File: src/lfusr_pkg.sv
// ----------------------------------------------------------------------------
// lfusr_pkg
// Shared types and constants of the lfu slot replacement unit.
// ----------------------------------------------------------------------------
package lfusr_pkg;

  localparam int unsigned CountW     = 16;
  localparam int unsigned StampW     = 32;
  localparam int unsigned IdW        = 7;
  localparam int unsigned SlotW      = 6;
  localparam int unsigned ResultCap  = 32;
  localparam int unsigned SlotsReset = 20;

  localparam logic [CountW-1:0] COUNT_MAX = '1;
  localparam logic [StampW-1:0] SEQ_MAX   = '1;
  localparam logic [SlotW-1:0]  OCC_MAX   = '1;

  typedef enum logic {
    CMD_RECOMMEND = 1'b0,
    CMD_LIST      = 1'b1
  } cmd_t;

  typedef enum logic [1:0] {
    KIND_ACK   = 2'd0,
    KIND_ENTRY = 2'd1,
    KIND_EMPTY = 2'd2
  } kind_t;

  typedef enum logic [1:0] {
    OP_KEEP,
    OP_BUMP,
    OP_CLEAR,
    OP_INSERT
  } cell_op_t;

  typedef struct packed {
    logic              res;
    logic [CountW-1:0] cnt;
    logic [StampW-1:0] stamp;
  } entry_t;

  typedef struct packed {
    cell_op_t          op;
    logic [StampW-1:0] stamp;
  } cell_cmd_t;

  localparam cell_cmd_t CELL_CMD_KEEP = '{op: OP_KEEP, stamp: '0};

  typedef enum logic [2:0] {
    S_IDLE,
    S_SCAN,
    S_PLACE,
    S_LIST,
    S_FLUSH
  } state_t;

endpackage

File: src/lfusr_cell.sv
// ----------------------------------------------------------------------------
// lfusr_cell
// One ring cell: holds the entry of one id and takes its neighbor's entry,
// applying an update on the way in.
// ----------------------------------------------------------------------------
module lfusr_cell (
  input  logic                clk,
  input  logic                rst_n,
  input  logic                shift_en,
  input  lfusr_pkg::entry_t   d,
  input  lfusr_pkg::cell_cmd_t cmd,
  output lfusr_pkg::entry_t   q
);
  import lfusr_pkg::*;

  entry_t q_r;
  entry_t q_nxt;
  logic [CountW-1:0] cnt_inc;

  assign cnt_inc = (d.cnt == COUNT_MAX) ? d.cnt : d.cnt + 1'b1;

  always_comb begin
    q_nxt = d;
    unique case (cmd.op)
      OP_KEEP: begin
      end
      OP_BUMP: begin
        q_nxt.cnt = cnt_inc;
      end
      OP_CLEAR: begin
        q_nxt.res = 1'b0;
        q_nxt.cnt = '0;
      end
      OP_INSERT: begin
        q_nxt.res   = 1'b1;
        q_nxt.cnt   = cnt_inc;
        q_nxt.stamp = cmd.stamp;
      end
      default: begin
      end
    endcase
  end

  always_ff @(posedge clk) begin
    if (!rst_n) begin
      q_r.res <= 1'b0;
      q_r.cnt <= '0;
    end else if (shift_en) begin
      q_r <= q_nxt;
    end
  end

  assign q = q_r;

endmodule

File: config.mk
export PLATFORM = sky130hd
export DESIGN_NAME = lfusr_cell
export DESIGN_NICKNAME = d
export VERILOG_FILES = /design/src/lfusr_pkg.sv /design/src/lfusr_cell.sv
export SDC_FILE = /design/constraint.sdc
export NUM_CORES = 1
export LEC_CHECK = 0
export BUFFER_PORTS_ARGS = -buffer_cell sky130_fd_sc_hd__buf_2
export CELL_PAD_IN_SITES_DETAIL_PLACEMENT = 0
export CELL_PAD_IN_SITES_GLOBAL_PLACEMENT = 2
export CORE_MARGIN = 5
export CORE_UTILIZATION = 29
export CTS_BUF_LIST = sky130_fd_sc_hd__clkbuf_16
export CTS_CLUSTER_DIAMETER = 50
export DETAILED_ROUTE_END_ITERATION = 10
export PLACE_DENSITY = 0.95
export SKIP_CTS_REPAIR_TIMING = 1
export SLEW_MARGIN = 20
export SYNTH_ARGS = -nofsm -noshare
export SYNTH_HDL_FRONTEND = slang
export SYNTH_SLANG_ARGS = --single-unit
File: constraint.sdc
create_clock -name clk -period 2.45 [get_ports clk]
set_input_delay 0.49 -clock clk [delete_from_list [all_inputs] [get_ports clk]]
set_output_delay 0.49 -clock clk [all_outputs]
set_load 0.02 [all_outputs]
After elaboration in Yosys (flattened, before gate mapping)

Index checks and enable logic that the tools add are counted.

Add/sub/neg operators: 1
Eq/ne operators: 4
Muxes and demuxes: 4
Reductions and logical operators: 2

Operator list:

| cell                                                             | number |
|---|---|
| 32-bit 2-to-1 mux                                                | 1 |
| 16-bit case mux with 2 select lines                              | 1 |
| 16-bit by 1-bit adder with 16-bit output (second input constant) | 1 |
| 16-bit == test (second input constant)                           | 1 |
| 16-bit 2-to-1 mux                                                | 1 |
| 2-bit == test (second input constant)                            | 2 |
| 2-bit by 1-bit == test with 1-bit output (second input constant) | 1 |
| 1-bit case mux with 2 select lines                               | 1 |
| 2-bit AND reduction                                              | 1 |
| 2-bit OR reduction                                               | 1 |

Bits in registers: 49
Input port bits: 86
Output and inout port bits: 49

Longest topological paths before layout

Gate-level depths: netlist (run 1).

Depth in word-level cells: 3
Depth in mapped cells: 6

Least setup slack after synthesis (run 1)

No wires, ideal clock.

Kind: input port to flip-flop
Start point: input port d[35] (netlist name)
End point: register q_r, in the netlist q[44]
Setup time: 0.117 ns
Arrival time: 1.562 ns
Required time: 2.333 ns
Slack: 0.772 ns
Stages: 5
Buffers on the path: 1
Cell sequence: buf_2 > nand2_1 > nor4_1 > mux2_1 > a22o_1

Word-level cells in the longest chain between the ends: 3

Ends and longest elaborated chain:

| what                                                                       | RTL line         | source |
|---|---|---|
| start: declaration                                                         | lfusr_cell.sv:10 | `input lfusr_pkg::entry_t d,` |
| 16-bit by 1-bit adder with 16-bit output or 16-bit == test (tied branches) | lfusr_cell.sv:20 | `assign cnt_inc = (d.cnt == COUNT_MAX) ? d.cnt : d.cnt + 1'b1;` |
| 16-bit 2-to-1 mux *                                                        | lfusr_cell.sv:20 |  |
| 16-bit case mux with 2 select lines *                                      | lfusr_cell.sv:24 | `unique case (cmd.op)` |
| end signal: assignment                                                     | lfusr_cell.sv:49 | `q_r <= q_nxt;` |
| end: declaration                                                           | lfusr_cell.sv:16 | `entry_t q_r;` |

Mark *: on every way between the ends. The rest lies on a longest branch, timed or not.
A chain may end at the register's enable or synchronous reset.

Final worst setup path (run 1)

Start point: input port d[32] (netlist name)
End point: register q_r, in the netlist q[44]

The elaborated chain is that of the path after synthesis.

==> run summary, run 1 <==
status: finished, final reports clean
Final Non-Filler Cells: 460
largest net degree at the start of global routing: 34
syn nets: 307
worst hold margin: 0.481 ns
met3 WL: 729 um
Final ANT Viol Nets: 0
Fmax: 590 MHz
Detail Placement HPWL: 5970 um
Core Box Area: 8680 um^2
Setup TNS Final: 0 ns
routed length per instance: 16.1 um
via count: 2291
Worst VDD drop: 219 uV
clk slew on worst S/H paths: 0.07 ns
met2 wire length: 3420 um
Worst Clk Skew: 0 ns
vias per cell: 4.98
post-route clock period utilization: 69.2%
Worst Hold Class: in -> reg
Placed Instance Area: 3330 um^2
Worst Setup End Kind: flop
gpl congestion: 0.820
top cells by area, synth: edfxtp_1 37%, mux2_2 14%, dfxtp_1 13%, nand3_1 2.7%, nand2_1 2.6%
Max Used Layer: met4
final instance area: 3470 um^2
Yosys top cell area share: 37.3%
Starting Density: 29.7%
pre-CTS setup slack: 0.463 ns
Power Density: 580 nW/um^2
DRC violations left: 0
Final WS setup: 0.755 ns
Die W: 104 um
WP data required: 2.63 ns
DIE HEIGHT: 104 um
CTS Root Cell: clkbuf_16
diode count: 0
sequential area share after synthesis: 50.5%
fraction of layout instances using a drive strength above 1: 52.8%
Final Hold Fails: 0
initial antenna violation count: 0
clk buf depth: 2
startpoint type of the worst setup path: primary input
global-route wire length before repair: 11900 um
DRT Pass-1 Iters: 5
Largest register FFs: 49
TritonCTS clock tree: yes
H-tree depth: 2
Clk Latency, worst-skew pair: 0.28 ns
unrepaired setup endpoints after global routing: no
flops & latches, synth: 49
crit-path max FO: 7
Mapped Area: 2580 um^2
WP data arrival: 1.88 ns
Area growth syn-to-layout: 34.7%
Setup Viol. Count Final: 0
synth unique cells: 50
synthesized area per cell: 11.7 um^2
vias in the first global route: 2255
FP Rows: 34
GRT Total Usage: 13.3%
worst rel slew slack: 67.5%
DR iter-0 viols: 74
die footprint: 10900 um^2
routed wire length: 7380 um
Crit Path Class: in -> reg
M1 WL: 3140 um
Num CTS Buffers: 5
Syn. warnings: 0
Worst Tran Pin Value: 0.488 ns
grt ovf: 0
Pleak: 1.45 nW
IO Pins: 135
leading area contributor after synthesis: edfxtp_1
# clock sinks: 49
Final nets: 438
min Tclk post-route: 1.70 ns
Top FF cell, synth: edfxtp_1
IO Port Bufs: 134
Post-synth ARST share: 0%
placed cell count: 452
Max Cap Viol: 0
Post-Synthesis Cells: 220
Slew Limit Fails: 0
number of flops mapped to enable cells by yosys: 32
power by group:
| group | internal [mW] | total, mW | switching, mW | leakage, nW |
|---|---|---|---|---|
| clock network | 0.374 | 0.664 | 0.290 | 0.0672 |
| registers | 0.947 | 0.966 | 0.0184 | 0.441 |
| logic | 0.160 | 0.384 | 0.224 | 0.946 |
| total | 1.48 | 2.01 | 0.533 | 1.45 |
worst paths after layout:
| kind | from | end | slack [ns] | cells past startpoint |
|---|---|---|---|---|
| max | d[32] | q[44] | 0.75 | 6 |
| min | d[48] | q[48] | 0.48 | 3 |
| max reg2reg | q[33] | q[33] | 1.23 | 4 |
| min reg2reg | q[32] | q[32] | 0.49 | 2 |
area by class of cell:
| cell class | count | area (um^2) |
|---|---|---|
| Timing Repair Buffer | 137 | 693 |
| Tap cell | 108 | 135 |
| Clock buffer | 5 | 125 |
| Fill cell | 871 | 5210 |
| Clock inverter | 3 | 18.8 |
| Inverter | 3 | 11.3 |
| Sequential cell | 49 | 1300 |
| Multi-Input combinational cell | 155 | 1190 |
cell usage in the layout, fill, tap and decap left out, drive strengths merged, types with 5 or more instances in the layout:
cell type	n
clkbuf	5
buf	137
nor4	6
nand3	14
nor2	6
o21ai	11
nand2	18
edfxtp	32
a31oi	8
nand4	10
dfxtp	17
mux2	36
o211ai	6
per-layer routing:
layer	vias to the layer above	global-route usage (%)
met3	7	4.84
met1	1041	17.1
li1	1126	-
met2	117	21.0
met4	0	3.24
met5	-	0
synthesized netlist by cell type (2+ instances only):
cell / count
dfxtp_1: 17
a21oi_1: 4
o311ai_0: 2
inv_1: 3
mux2_2: 33
and3_1: 2
nand2_1: 18
o21ai_0: 11
nor4_1: 3
edfxtp_1: 32
mux2_1: 3
nand4_1: 8
nand3_1: 14
nor4_2: 2
a31oi_1: 8
clkbuf_8: 2
clkbuf_1: 4
nand2b_1: 2
o211ai_1: 6
or3_1: 2
buf_2: 7
o21a_1: 3
nor2_1: 6
nand4_4: 2
stage by stage:
step,power (mW),util (%)
2_1_floorplan,1.20,-
3_3_place_gp,1.37,38.4
3_5_place_dp,1.37,38.4
4_1_cts,2.06,40.0
5_1_grt,2.12,40.0
6_report,2.01,40.0
cell families after synthesis:
family / Yosys count / share of synthesized area [%]
AND/OR/NAND/NOR: 73 / 17.8
flip-flops: 49 / 50.5
AO/OA/AOI/OAI: 44 / 11.7
multiplexers: 37 / 16.1
buffers and inverters: 16 / 3.45
adder cells (fa/ha/maj): 1 / 0.485
worst max-delay path, stage by stage:
cell and delay [ns]:
buf_2 0.14, ha_1 0.31, nand3_1 0.16, nor4_1 0.23, mux2_1 0.35, a22o_1 0.19
Power figures use the tool's default switching activity.
==> run 2: changes to the inputs <==
--- a/config.mk
+++ b/config.mk
@@ -9,11 +9,11 @@
 export CELL_PAD_IN_SITES_DETAIL_PLACEMENT = 0
 export CELL_PAD_IN_SITES_GLOBAL_PLACEMENT = 2
 export CORE_MARGIN = 5
-export CORE_UTILIZATION = 29
+export CORE_UTILIZATION = 24
 export CTS_BUF_LIST = sky130_fd_sc_hd__clkbuf_16
 export CTS_CLUSTER_DIAMETER = 50
 export DETAILED_ROUTE_END_ITERATION = 10
-export PLACE_DENSITY = 0.95
+export PLACE_DENSITY = 0.86
 export SKIP_CTS_REPAIR_TIMING = 1
 export SLEW_MARGIN = 20
 export SYNTH_ARGS = -nofsm -noshare
==> constraint.sdc (replaced) <==
create_clock -name clk -period 1.4 [get_ports clk]
set_input_delay 0.28 -clock clk [delete_from_list [all_inputs] [get_ports clk]]
set_output_delay 0.28 -clock clk [all_outputs]
set_load 0.02 [all_outputs]
==> run 2 against run 1 <==
Effect of this change:
- global-route usage down 1.2 points
- non-clock buffer count up 35
- critical endpoint unchanged
- largest cell class unchanged
- clock power grew 110%
- power up 91%
- register-to-register slack got worse by 1.1 ns
- via count up 5.4%
- wire length is 11% higher
==> run summary, run 2 (synthesis gave the netlist of run 1 again) <==
Detail Placement HPWL: 6610 um (+11%)
pre-CTS setup slack: -0.187 ns (-0.650 ns)
global-route wire length before repair: 12400 um (+4.0%)
Setup TNS Final: 0 ns (unchanged)
DR iter-0 viols: 124 (+68%)
status: finished, final reports clean
# clock sinks: 49 (unchanged)
min Tclk post-route: 1.29 ns
WP data arrival: 1.47 ns (-0.41 ns)
Setup Viol. Count Final: 0 (unchanged)
Area growth syn-to-layout: 49.1%
clk slew on worst S/H paths: 0.07 ns (about the same)
commonest cells after routing, fill and taps aside: 134 x buf_2, 36 x buf_4, 33 x mux2_2
Pleak: 1.65 nW (+13%)
Placed Instance Area: 3670 um^2 (+10%)
fillers: 1083 (+24%)
IO Pins: 135 (unchanged)
IO Port Bufs: 134 (unchanged)
Worst VDD drop: 493 uV (+120%)
DIE HEIGHT: 114 um (+9.0%)
unrepaired setup endpoints after global routing: no
routed length per instance: 15.7 um (-2.4%)
Clk Latency, worst-skew pair: 0.29 ns (about the same)
CTS Root Cell: clkbuf_16
Largest register FFs: 49 (unchanged)
H-tree depth: 2 (unchanged)
Worst Setup End Kind: flop
Core Box Area: 10400 um^2 (+20%)
FP Rows: 37 (+8.8%)
Num CTS Buffers: 5 (unchanged)
initial antenna violation count: 0 (unchanged)
fraction of layout instances using a drive strength above 1: 57.9% (+5.0 points)
placed cell count: 515 (+14%)
final instance area: 3840 um^2 (+11%)
Slew Limit Fails: 0 (unchanged)
WP data required: 1.59 ns (-1.04 ns)
min-delay src: d[48]
DRT Pass-1 Iters: 4 (-1)
post-route clock period utilization: 92.0%
gpl congestion: 0.831 (+1.4%)
critical path startpoint: d[33]
largest net degree at the start of global routing: 33 (-2.9%)
grt ovf: 0 (unchanged)
routed wire length: 8190 um (+11%)
TritonCTS clock tree: yes
via count: 2415 (+5.4%)
diode count: 0 (unchanged)
GRT Total Usage: 12.1% (-1.2 points)
vias per cell: 4.62 (-7.3%)
commonest non-fill, non-tap cell in the layout: buf_2
Fmax: 776 MHz
r2r startpoint: q[33]
Die W: 114 um (+9.0%)
worst rel slew slack: 71.4% (+3.9 points)
Crit Path Class: in -> reg
Worst Tran Pin Value: 0.425 ns (-0.0625 ns)
Worst Hold Class: in -> reg
crit-path max FO: 5 (-2)
Power Density: 1000 nW/um^2 (+73%)
worst hold margin: 0.261 ns (-0.219 ns)
Final Non-Filler Cells: 523 (+14%)
post-layout util: 36.9% (-3.1 points)
vias in the first global route: 2417 (+7.2%)
clk buf depth: 2 (unchanged)
Max Cap Viol: 0 (unchanged)
die footprint: 12900 um^2 (+19%)
Starting Density: 24.7% (-5.0 points)
DRC violations left: 0 (unchanged)
Worst Clk Skew: 0 ns (unchanged)
Final ANT Viol Nets: 0 (unchanged)
Final WS setup: 0.112 ns (-0.643 ns)
startpoint type of the worst setup path: primary input
Final Hold Fails: 0 (unchanged)
Final nets: 473 (+8.0%)
total power: 3.85 mW (+91%)
-- run 2: cell types whose count changed in the layout (fill, tap and decap cells not counted) --
cell,before,now
ha_1,1,0
clkinvlp_4,2,0
ha_4,0,1
bufinv_16,0,1
buf_4,3,36
buf_12,0,2
nor4_2,2,3
nand3_1,14,13
nand3_2,0,1
nor4_1,3,2
clkinv_4,0,1
-- run 2: power by group --
group	internal (mW)	switching, mW	leakage (nW)
Clock	0.841	0.556	0.0852
Sequential	1.66	0.0310	0.441
Combinational	0.346	0.416	1.12
Total	2.84	1.00	1.65
-- run 2: final timing paths --
path | end | slack (ns) | depth (start not counted)
max reg2reg | q[33] | 0.15 | 4
min reg2reg | q[39] | 0.49 | 2
min | q[48] | 0.26 | 3
max | q[44] | 0.11 | 6
-- run 2: cell type report --
| type | count | area (um^2) | share of cell area (%) |
|---|---|---|---|
| flip-flops and latches | 49 | 1300 | 33.9 |
| well taps | 136 | 170 | 4.43 |
| multi-input cells | 155 | 1210 | 31.5 |
| clock buffers | 5 | 125 | 3.26 |
| inverters | 3 | 11.3 | 0.293 |
| repair buffers | 172 | 981 | 25.5 |
| clock inverters | 3 | 42.5 | 1.11 |
-- run 2: per-layer routing --
layer	up-vias	part of all wire, %	GRT usage, %
li1	1193	-	-
met1	1139	44	15.5
met2	73	49	20.2
met3	10	5.0	2.33
met4	0	1.8	4.49
met5	-	0	0
-- run 2: critical path: stages --
cell     delay, ns
buf_2         0.12
ha_4          0.17
nand3_2       0.08
nor4_2        0.29
mux2_1        0.35
a22o_1        0.18
